## src/sv/lpcsv_pkg.sv

```systemverilog
// Shared types and constants of the length-prefixed CSV record parser.
package lpcsv_pkg;

   // Register indexes of the configuration port.
   localparam logic [1:0] CSR_PREFIX_SIZE   = 2'd0;
   localparam logic [1:0] CSR_PREFIX_FORMAT = 2'd1;
   localparam logic [1:0] CSR_DELIMITER     = 2'd2;

   // Prefix formats.
   localparam logic FORMAT_ASCII  = 1'b0;
   localparam logic FORMAT_BINARY = 1'b1;

   // Character codes.
   localparam logic [7:0] QUOTE_CHAR = 8'd34;
   localparam logic [7:0] SPACE_CHAR = 8'd32;
   localparam logic [7:0] DIGIT_ZERO = 8'd48;
   localparam logic [7:0] DIGIT_NINE = 8'd57;

   // Prefix size limits.
   localparam logic [3:0] PREFIX_SIZE_MIN = 4'd1;
   localparam logic [3:0] PREFIX_SIZE_MAX = 4'd8;

   // Quote state of the current field.
   typedef enum logic [1:0] {
      QM_PLAIN      = 2'd0,
      QM_QUOTED     = 2'd1,
      QM_QUOTE_SEEN = 2'd2
   } quote_mode_type;

   // Configuration registers.
   typedef struct packed {
      logic [3:0] prefix_size;
      logic       prefix_format;
      logic [7:0] delimiter;
   } cfg_type;

   // Progress through the length prefix.
   typedef struct packed {
      logic [3:0] count;
      logic       digits_seen;
      logic       digits_stopped;
   } prefix_flags_type;

   // One result item.
   typedef struct packed {
      logic       char_valid;
      logic [7:0] char_out;
      logic       field_end;
      logic       record_end;
      logic [7:0] field_number;
      logic       length_error;
   } rsp_type;

endpackage

```

## src/sv/length_prefixed_csv_record_parser.sv

```systemverilog
// Top level of the length-prefixed CSV record parser.
//
// Requests carry one byte of a record stream on req_data_byte. Each record is
// a length prefix of prefix_size bytes (ASCII decimal or binary little-endian)
// followed by that many body bytes, which are split into CSV fields.
// Responses on the rsp_ channel carry a content byte, field and record end
// flags, the field index, or a length error for a prefix without digits.
// Non-final prefix bytes, opening quotes and dropped bytes give no response.
// The csr_ channel writes prefix_size, prefix_format and delimiter; it is
// always ready and should be used only while no request is in flight.
// A request goes into an input register, then through the per-byte logic
// into the response register. One request is accepted every cycle while
// the receiver does not stall; the prefix and quote state is updated as
// each byte is taken from the input register by the per-byte logic.
// When the receiver stalls, the response register holds, and one more
// request waits in the input register before req_ready drops.
// Synchronous reset empties both registers, restores the register defaults
// and returns the parser to the start of a length prefix.
module length_prefixed_csv_record_parser import lpcsv_pkg::*; #(
   parameter int MAX_FIELDS  = 256,
   parameter int LENGTH_BITS = 32
) (
   input  logic       clock,
   input  logic       reset,
   input  logic       req_valid,
   output logic       req_ready,
   input  logic [7:0] req_data_byte,
   output logic       rsp_valid,
   input  logic       rsp_ready,
   output logic       rsp_char_valid,
   output logic [7:0] rsp_char_out,
   output logic       rsp_field_end,
   output logic       rsp_record_end,
   output logic [7:0] rsp_field_number,
   output logic       rsp_length_error,
   input  logic       csr_valid,
   output logic       csr_ready,
   input  logic [1:0] csr_index,
   input  logic [7:0] csr_data
);

   cfg_type                cfg_ff;
   logic                   in_valid_ff;
   logic [7:0]             in_byte_ff;
   logic                   advance;

   logic                   in_body_ff, in_body_in;
   prefix_flags_type       flags_ff, flags_in;
   logic [LENGTH_BITS-1:0] accum_ff, accum_in;
   logic [LENGTH_BITS-1:0] bytes_left_ff, bytes_left_in;
   quote_mode_type         quote_mode_ff, quote_mode_in;
   logic [7:0]             field_ff, field_in;

   logic                   rsp_valid_ff;
   rsp_type                rsp_ff, rsp_in;
   logic                   has_result;

   prefix_flags_type       p_flags;
   logic [LENGTH_BITS-1:0] p_accum;
   logic                   p_done;
   logic                   p_error;

   quote_mode_type         b_quote;
   logic [LENGTH_BITS-1:0] b_bytes_left;
   logic [7:0]             b_field;
   logic                   b_last;
   logic                   b_has;
   rsp_type                b_result;

   // The input register moves on when the response register is free.
   assign advance   = in_valid_ff && (!rsp_valid_ff || rsp_ready);
   assign req_ready = !in_valid_ff || advance;
   assign csr_ready = 1'b1;

   lpcsv_prefix #(
      .LENGTH_BITS (LENGTH_BITS)
   ) u_prefix (
      .cfg          (cfg_ff),
      .flags        (flags_ff),
      .accum        (accum_ff),
      .data_byte    (in_byte_ff),
      .flags_next   (p_flags),
      .accum_next   (p_accum),
      .done         (p_done),
      .length_error (p_error)
   );

   lpcsv_body #(
      .MAX_FIELDS  (MAX_FIELDS),
      .LENGTH_BITS (LENGTH_BITS)
   ) u_body (
      .delimiter       (cfg_ff.delimiter),
      .quote_mode      (quote_mode_ff),
      .bytes_left      (bytes_left_ff),
      .field_counter   (field_ff),
      .data_byte       (in_byte_ff),
      .quote_next      (b_quote),
      .bytes_left_next (b_bytes_left),
      .field_next      (b_field),
      .last            (b_last),
      .has_result      (b_has),
      .result          (b_result)
   );

   // Next parser state and response for the byte in the input register.
   always_comb begin
      in_body_in    = in_body_ff;
      flags_in      = flags_ff;
      accum_in      = accum_ff;
      bytes_left_in = bytes_left_ff;
      quote_mode_in = quote_mode_ff;
      field_in      = field_ff;
      rsp_in        = '0;
      has_result    = 1'b0;
      if (!in_body_ff) begin
         flags_in = p_flags;
         accum_in = p_accum;
         if (p_done) begin
            flags_in = '0;
            accum_in = '0;
            if (p_error) begin
               rsp_in.length_error = 1'b1;
               has_result          = 1'b1;
            end else begin
               bytes_left_in = p_accum;
               quote_mode_in = QM_PLAIN;
               field_in      = 8'd0;
               if (p_accum == '0) begin
                  // Empty record: one closing response.
                  rsp_in.field_end  = 1'b1;
                  rsp_in.record_end = 1'b1;
                  has_result        = 1'b1;
               end else begin
                  in_body_in = 1'b1;
               end
            end
         end
      end else begin
         bytes_left_in = b_bytes_left;
         quote_mode_in = b_quote;
         field_in      = b_field;
         rsp_in        = b_result;
         has_result    = b_has;
         if (b_last) begin
            in_body_in    = 1'b0;
            flags_in      = '0;
            accum_in      = '0;
            quote_mode_in = QM_PLAIN;
         end
      end
   end

   // Control state: input and response valid, parser state, configuration.
   always_ff @(posedge clock) begin
      if (reset) begin
         in_valid_ff          <= 1'b0;
         rsp_valid_ff         <= 1'b0;
         in_body_ff           <= 1'b0;
         flags_ff             <= '0;
         accum_ff             <= '0;
         bytes_left_ff        <= '0;
         quote_mode_ff        <= QM_PLAIN;
         field_ff             <= 8'd0;
         cfg_ff.prefix_size   <= 4'd4;
         cfg_ff.prefix_format <= FORMAT_ASCII;
         cfg_ff.delimiter     <= 8'd44;
      end else begin
         if (req_ready) begin
            in_valid_ff <= req_valid;
         end
         if (advance) begin
            rsp_valid_ff  <= has_result;
            in_body_ff    <= in_body_in;
            flags_ff      <= flags_in;
            accum_ff      <= accum_in;
            bytes_left_ff <= bytes_left_in;
            quote_mode_ff <= quote_mode_in;
            field_ff      <= field_in;
         end else if (rsp_ready) begin
            rsp_valid_ff <= 1'b0;
         end
         if (csr_valid) begin
            case (csr_index)
               CSR_PREFIX_SIZE:   cfg_ff.prefix_size   <= csr_data[3:0];
               CSR_PREFIX_FORMAT: cfg_ff.prefix_format <= csr_data[0];
               CSR_DELIMITER:     cfg_ff.delimiter     <= csr_data;
               default: begin
               end
            endcase
         end
      end
   end

   // Payload registers.
   always_ff @(posedge clock) begin
      if (req_valid && req_ready) begin
         in_byte_ff <= req_data_byte;
      end
      if (advance && has_result) begin
         rsp_ff <= rsp_in;
      end
   end

   assign rsp_valid        = rsp_valid_ff;
   assign rsp_char_valid   = rsp_ff.char_valid;
   assign rsp_char_out     = rsp_ff.char_out;
   assign rsp_field_end    = rsp_ff.field_end;
   assign rsp_record_end   = rsp_ff.record_end;
   assign rsp_field_number = rsp_ff.field_number;
   assign rsp_length_error = rsp_ff.length_error;

endmodule

```

## src/sv/lpcsv_prefix.sv

```systemverilog
// Length prefix decoder: folds one prefix byte into the length accumulator.
module lpcsv_prefix import lpcsv_pkg::*; #(
   parameter int LENGTH_BITS = 32
) (
   input  cfg_type                cfg,
   input  prefix_flags_type       flags,
   input  logic [LENGTH_BITS-1:0] accum,
   input  logic [7:0]             data_byte,
   output prefix_flags_type       flags_next,
   output logic [LENGTH_BITS-1:0] accum_next,
   output logic                   done,
   output logic                   length_error
);

   logic [3:0]             size_eff;
   logic [31:0]            shifted;
   logic [LENGTH_BITS+3:0] decimal;
   logic [LENGTH_BITS+3:0] accum_wide;
   logic                   is_digit;

   // Prefix size clamped to the supported range.
   always_comb begin
      if (cfg.prefix_size < PREFIX_SIZE_MIN) begin
         size_eff = PREFIX_SIZE_MIN;
      end else if (cfg.prefix_size > PREFIX_SIZE_MAX) begin
         size_eff = PREFIX_SIZE_MAX;
      end else begin
         size_eff = cfg.prefix_size;
      end
   end

   // Binary byte placed at its little-endian position.
   assign shifted = {24'd0, data_byte} << {flags.count[1:0], 3'b000};

   // Decimal step: accum * 10 + digit, saturated at the maximum on overflow.
   assign is_digit   = (data_byte >= DIGIT_ZERO) && (data_byte <= DIGIT_NINE);
   assign accum_wide = {4'd0, accum};
   assign decimal    = (accum_wide << 3) + (accum_wide << 1)
                     + (LENGTH_BITS+4)'(data_byte - DIGIT_ZERO);

   // Accumulator and digit tracking.
   always_comb begin
      flags_next       = flags;
      accum_next       = accum;
      flags_next.count = flags.count + 4'd1;
      if (cfg.prefix_format == FORMAT_BINARY) begin
         if (flags.count[3:2] == 2'b00) begin
            accum_next = accum | shifted[LENGTH_BITS-1:0];
         end
      end else if (!flags.digits_stopped) begin
         if (is_digit) begin
            if (decimal[LENGTH_BITS+3:LENGTH_BITS] != 4'd0) begin
               accum_next = '1;
            end else begin
               accum_next = decimal[LENGTH_BITS-1:0];
            end
            flags_next.digits_seen = 1'b1;
         end else if (!((data_byte == SPACE_CHAR) && !flags.digits_seen)) begin
            flags_next.digits_stopped = 1'b1;
         end
      end
   end

   // The last prefix byte closes the prefix; an ASCII prefix needs a digit.
   assign done = ({1'b0, flags.count} + 5'd1) >= {1'b0, size_eff};
   assign length_error = done && (cfg.prefix_format == FORMAT_ASCII)
                       && !flags_next.digits_seen;

endmodule

```

## src/sv/lpcsv_body.sv

```systemverilog
// Record body splitter: quote handling, field counting and record end.
module lpcsv_body import lpcsv_pkg::*; #(
   parameter int MAX_FIELDS  = 256,
   parameter int LENGTH_BITS = 32
) (
   input  logic [7:0]             delimiter,
   input  quote_mode_type         quote_mode,
   input  logic [LENGTH_BITS-1:0] bytes_left,
   input  logic [7:0]             field_counter,
   input  logic [7:0]             data_byte,
   output quote_mode_type         quote_next,
   output logic [LENGTH_BITS-1:0] bytes_left_next,
   output logic [7:0]             field_next,
   output logic                   last,
   output logic                   has_result,
   output rsp_type                result
);

   localparam int FIELD_CAP = (MAX_FIELDS - 1 > 255) ? 255 : MAX_FIELDS - 1;

   logic char_hit;
   logic field_hit;

   // Remaining body length.
   always_comb begin
      if (bytes_left != '0) begin
         bytes_left_next = bytes_left - LENGTH_BITS'(1);
      end else begin
         bytes_left_next = bytes_left;
      end
   end
   assign last = (bytes_left_next == '0);

   // Quote state machine for one byte.
   always_comb begin
      quote_next = QM_PLAIN;
      char_hit   = 1'b0;
      field_hit  = 1'b0;
      case (quote_mode)
         QM_QUOTED: begin
            if (data_byte == QUOTE_CHAR) begin
               quote_next = QM_QUOTE_SEEN;
            end else begin
               char_hit   = 1'b1;
               quote_next = QM_QUOTED;
            end
         end
         QM_QUOTE_SEEN: begin
            if (data_byte == delimiter) begin
               field_hit = 1'b1;
            end else if (data_byte == QUOTE_CHAR) begin
               char_hit   = 1'b1;
               quote_next = QM_QUOTED;
            end
         end
         default: begin
            if (data_byte == delimiter) begin
               field_hit = 1'b1;
            end else if (data_byte == QUOTE_CHAR) begin
               quote_next = QM_QUOTED;
            end else begin
               char_hit = 1'b1;
            end
         end
      endcase
   end

   // Field index, reset at record end and saturating at the cap.
   always_comb begin
      field_next = field_counter;
      if (last) begin
         field_next = 8'd0;
      end else if (field_hit && (field_counter < 8'(FIELD_CAP))) begin
         field_next = field_counter + 8'd1;
      end
   end

   // Result item for this byte.
   always_comb begin
      result.char_valid   = char_hit;
      result.char_out     = char_hit ? data_byte : 8'd0;
      result.field_end    = last || field_hit;
      result.record_end   = last;
      result.field_number = field_counter;
      result.length_error = 1'b0;
   end
   assign has_result = last || field_hit || char_hit;

endmodule
```

## config.mk

```make
export PLATFORM = sky130hd
export DESIGN_NAME = length_prefixed_csv_record_parser
export DESIGN_NICKNAME = d
export VERILOG_FILES = /design/src/sv/lpcsv_pkg.sv /design/src/sv/length_prefixed_csv_record_parser.sv /design/src/sv/lpcsv_prefix.sv /design/src/sv/lpcsv_body.sv
export SDC_FILE = /design/constraint.sdc
export NUM_CORES = 1
export LEC_CHECK = 0
export BUFFER_PORTS_ARGS = -buffer_cell sky130_fd_sc_hd__buf_2
export CAP_MARGIN = 30
export CORE_ASPECT_RATIO = 1.1
export CORE_UTILIZATION = 37
export CTS_CLUSTER_SIZE = 20
export DETAILED_ROUTE_END_ITERATION = 8
export GPL_TIMING_DRIVEN = 1
export PLACE_DENSITY_LB_ADDON = 0.05
export SLEW_MARGIN = 10
export SYNTH_ARGS = -nofsm -noshare
export SYNTH_HDL_FRONTEND = slang
export SYNTH_HIERARCHICAL = 1
export SYNTH_SLANG_ARGS = --single-unit
```

## constraint.sdc

```tcl
create_clock -name clock -period 13.8 [get_ports clock]
set_input_delay 2.76 -clock clock [delete_from_list [all_inputs] [get_ports clock]]
set_output_delay 2.76 -clock clock [all_outputs]
set_load 0.01 [all_outputs]
```

==> impl_metrics.tcl <==
set metrics [dict create \
    outcome "finished clean" \
    num-fill-cells 2806 \
    clk_latency_ns 0.43 \
    core_area_sq_um 27120 \
    cts_setup_buffers 0 \
    irDropWorstVdd_v 0.00007752 \
    port_buffers 44 \
    grt_max_degree 68 \
    finalCritPeriodShare 0.5162 \
    slew_viol_final 0 \
    io_pins 46 \
    setup_viol 0 \
    met2_usage 0.3779 \
    nets 1310 \
    yosys.area_share.adder 0.1202 \
    first_iter_violations 799 \
    synth_top_family_by_area "simple AND/OR/NAND/NOR gates" \
    reg2reg_from "in_byte_ff[4]" \
    grt_use_total 0.2390 \
    vias_per_cell 5.777 \
    cellLeakagePower_nw 4.201 \
    fmax_ghz 0.1404 \
    wirelength_um 32820 \
    startpoint_type "flop" \
    synthesis.area_sq_um 10260 \
    synthArstFlopShare 0 \
    clock_skew_ns 0.01050 \
    worstHoldPathType "reg2reg" \
    vias 9116 \
    overflow 0 \
    synth_edf_count 28 \
    postRouteAntennaNets 0 \
    synth-seq-cells 124 \
    hold_buffers 0 \
    cts_root_buf "clkbuf_16" \
    finalNonFillerCells 1578 \
    slew_headroom 0.4100 \
    synthToLayoutAreaGrowth_pct 8.411 \
    num_rows 63 \
    gp_congestion 0.8893 \
    endpoint_kind "flop" \
    cts_resized 0 \
    grt_pass1_vias 8713 \
    synth_compound_area_frac 0.2043 \
    slowest_stage "edfxtp_1" \
    dp_hpwl_um 24300 \
    rsz0062_at_grt "false" \
    timing.critical_path.from "in_byte_ff[4]" \
    totalPowerFinal_mw 1.132 \
    cp.arrival_ns 7.26 \
    post-route-min-period_ns 7.123 \
    pwr_density_cell_nw_per_um2 101.8 \
    die_w_um 160.8 \
    htree_num_levels 4 \
    drive_gt1_frac 0.1246 \
    clk_pin_slew_ns 0.07 \
    die_height_um 176.7 \
    syn_inst 1210 \
    hold_ws_ns 0.4715 \
    dp_slack_ns 6.709 \
    max_stage_delay_ns 0.56 \
    synthXorXnorAreaFrac 0.05803 \
    synth_mux_area_frac 0.04693 \
    cts_tree "built" \
    setup_slack_ns 6.677 \
    drc 0 \
    hold_viol_final 0 \
    grt_busiest_layer "met2" \
    ys_seq_area_frac 0.2692 \
    cts_buffers 17 \
    antenna_found_initial 1 \
    yosysWarnings 6 \
    maxCapViolations 0 \
    grt_util_met1 0.3178 \
    path_class "reg2reg" \
    worstHoldStart "flags_ff[0]" \
    synth.distinct_cells 94 \
    gr-usage-met3 0.04452 \
    fin_area_sq_um 11130 \
    synth_simple_gate_area_share 0.2365 \
    dieArea_sq_um 28410 \
    wl_per_cell_um 20.80 \
    avgSynthCellArea_sq_um 8.482 \
    grt_pass1_wl_um 52110 \
    drtPass1Iterations 5 \
    tns_ns 0 \
    cts_buffer_depth 2 \
    final_util 0.4103 \
    placed_area_sq_um 10560 \
    cp.required_ns 13.94 \
    tightest_slew_ns 0.8818 \
    multi_input_comb_area_sq_um 6865 \
    crit_chain "ha_1 > or3_1 > inv_1 > buf_4 > fa_1 > ha_1 > a21oi_2 > o21ai_1 > a211o_1 > o21ai_2 > o21ai_0 > a211o_1 > a2111oi_4 > buf_4 > a31oi_1 > nor4_1 > nand4_1 > or2_1 > o21ai_2 > buf_8" \
    clock_sinks 124 \
    start_util 0.3785 \
    crit_fanout 32 \
    placedCellCount 1545 \
    synth_nets 1313 \
    ff_latch_area_sq_um 2764 \
    synth-main-ff-cell "dfxtp_1" \
]
## state kept, by name, indices dropped and copies added, names as in the netlist
signal,count
rsp_record_end,1
field_ff,8
cfg_ff,13
rsp_char_out,8
accum_ff,32
rsp_char_valid,1
in_valid_ff,1
flags_ff,6
rsp_field_end,1
bytes_left_ff,32
rsp_valid,1
rsp_length_error,1
in_body_ff,1
quote_mode_ff,2
rsp_field_number,8
in_byte_ff,8
## metal layers
| layer | wire length, um | share of wire |
|---|---|---|
| met4 | 1144 | 0.035 |
| met5 | 0 | 0 |
| met2 | 14970 | 0.46 |
| met1 | 15320 | 0.47 |
| met3 | 1391 | 0.042 |
## Yosys cell counts (all sizes together), types with 7 or more instances
cell | n | area (sq um)
a21oi | 84 | 424.2
nor2b | 11 | 83.83
a22oi | 8 | 60.06
nand2b | 9 | 63.81
mux2i | 47 | 470.5
nor4 | 28 | 202.7
or2 | 9 | 56.30
a31oi | 41 | 275.3
a211oi | 68 | 565.5
nor3 | 27 | 146.4
nand4 | 16 | 100.1
clkbuf | 35 | 156.4
o21ai | 38 | 193.9
edfxtp | 28 | 840.8
or3 | 16 | 101.4
nand3 | 56 | 280.3
a21o | 7 | 52.55
dfxtp | 96 | 1922
fa | 31 | 620.6
nor2 | 106 | 422.9
xor2 | 46 | 402.9
o31ai | 9 | 67.56
inv | 37 | 138.9
and2 | 30 | 187.7
xnor2 | 22 | 192.7
o211ai | 8 | 65.06
ha | 49 | 613.1
buf | 47 | 362.8
nor3b | 9 | 77.57
or4 | 9 | 75.07
nand2 | 117 | 439.2
## critical path, delay by kind of cell, from the launching register on
family,cells,cell delay [ns]
flip-flops,1,0.56
AND/OR/NAND/NOR,4,1.33
adder cells (fa/ha/maj),3,1.24
AO/OA/AOI/OAI,9,2.58
buffers and inverters,4,1.09
## cell families after synthesis
logic type                 Yosys count
other                                2
muxes                               48
buffers and inverters              119
adders and majority gates           80
xor gates and xnor gates            68
DFF                                124
AOI/OAI and AO/OA                  303
and+or+nand+nor                    466
## cell type report
cell class	instances	share of cell area
antenna	1	0.0002249
clock buffer	19	0.04082
inverter	37	0.01248
tap	357	0.04014
sequential	124	0.2484
clock inverter	13	0.009671
multi-input combinational	967	0.6170
timing repair buffer	60	0.03126
## final timing paths
check                                  endpoint  slack, ns  cells past startpoint
worst max-delay path            rsp_char_out[6]       6.68                     20
worst max register to register  rsp_char_out[6]       6.68                     20
worst min-delay path                flags_ff[0]       0.47                      2
worst min register to register      flags_ff[0]       0.47                      2
## cell usage in the layout (no fill, tap or decap), types with 30 or more instances in the layout
master,count
and2_1,30
a21oi_1,83
nand2_1,117
nor2_1,94
mux2i_1,47
inv_1,37
fa_1,31
dfxtp_1,95
nand3_1,56
a31oi_1,38
xor2_1,45
a211oi_1,57
buf_2,44
ha_1,49
o21ai_0,34
## power breakdown
| group | internal [mW] | leakage, nW | total [mW] | switching, mW |
|---|---|---|---|---|
| logic | 0.108 | 2.89 | 0.297 | 0.190 |
| clock network | 0.245 | 0.278 | 0.438 | 0.194 |
| registers | 0.379 | 1.04 | 0.396 | 0.0169 |
No activity file was read; power rests on OpenSTA's default activity.
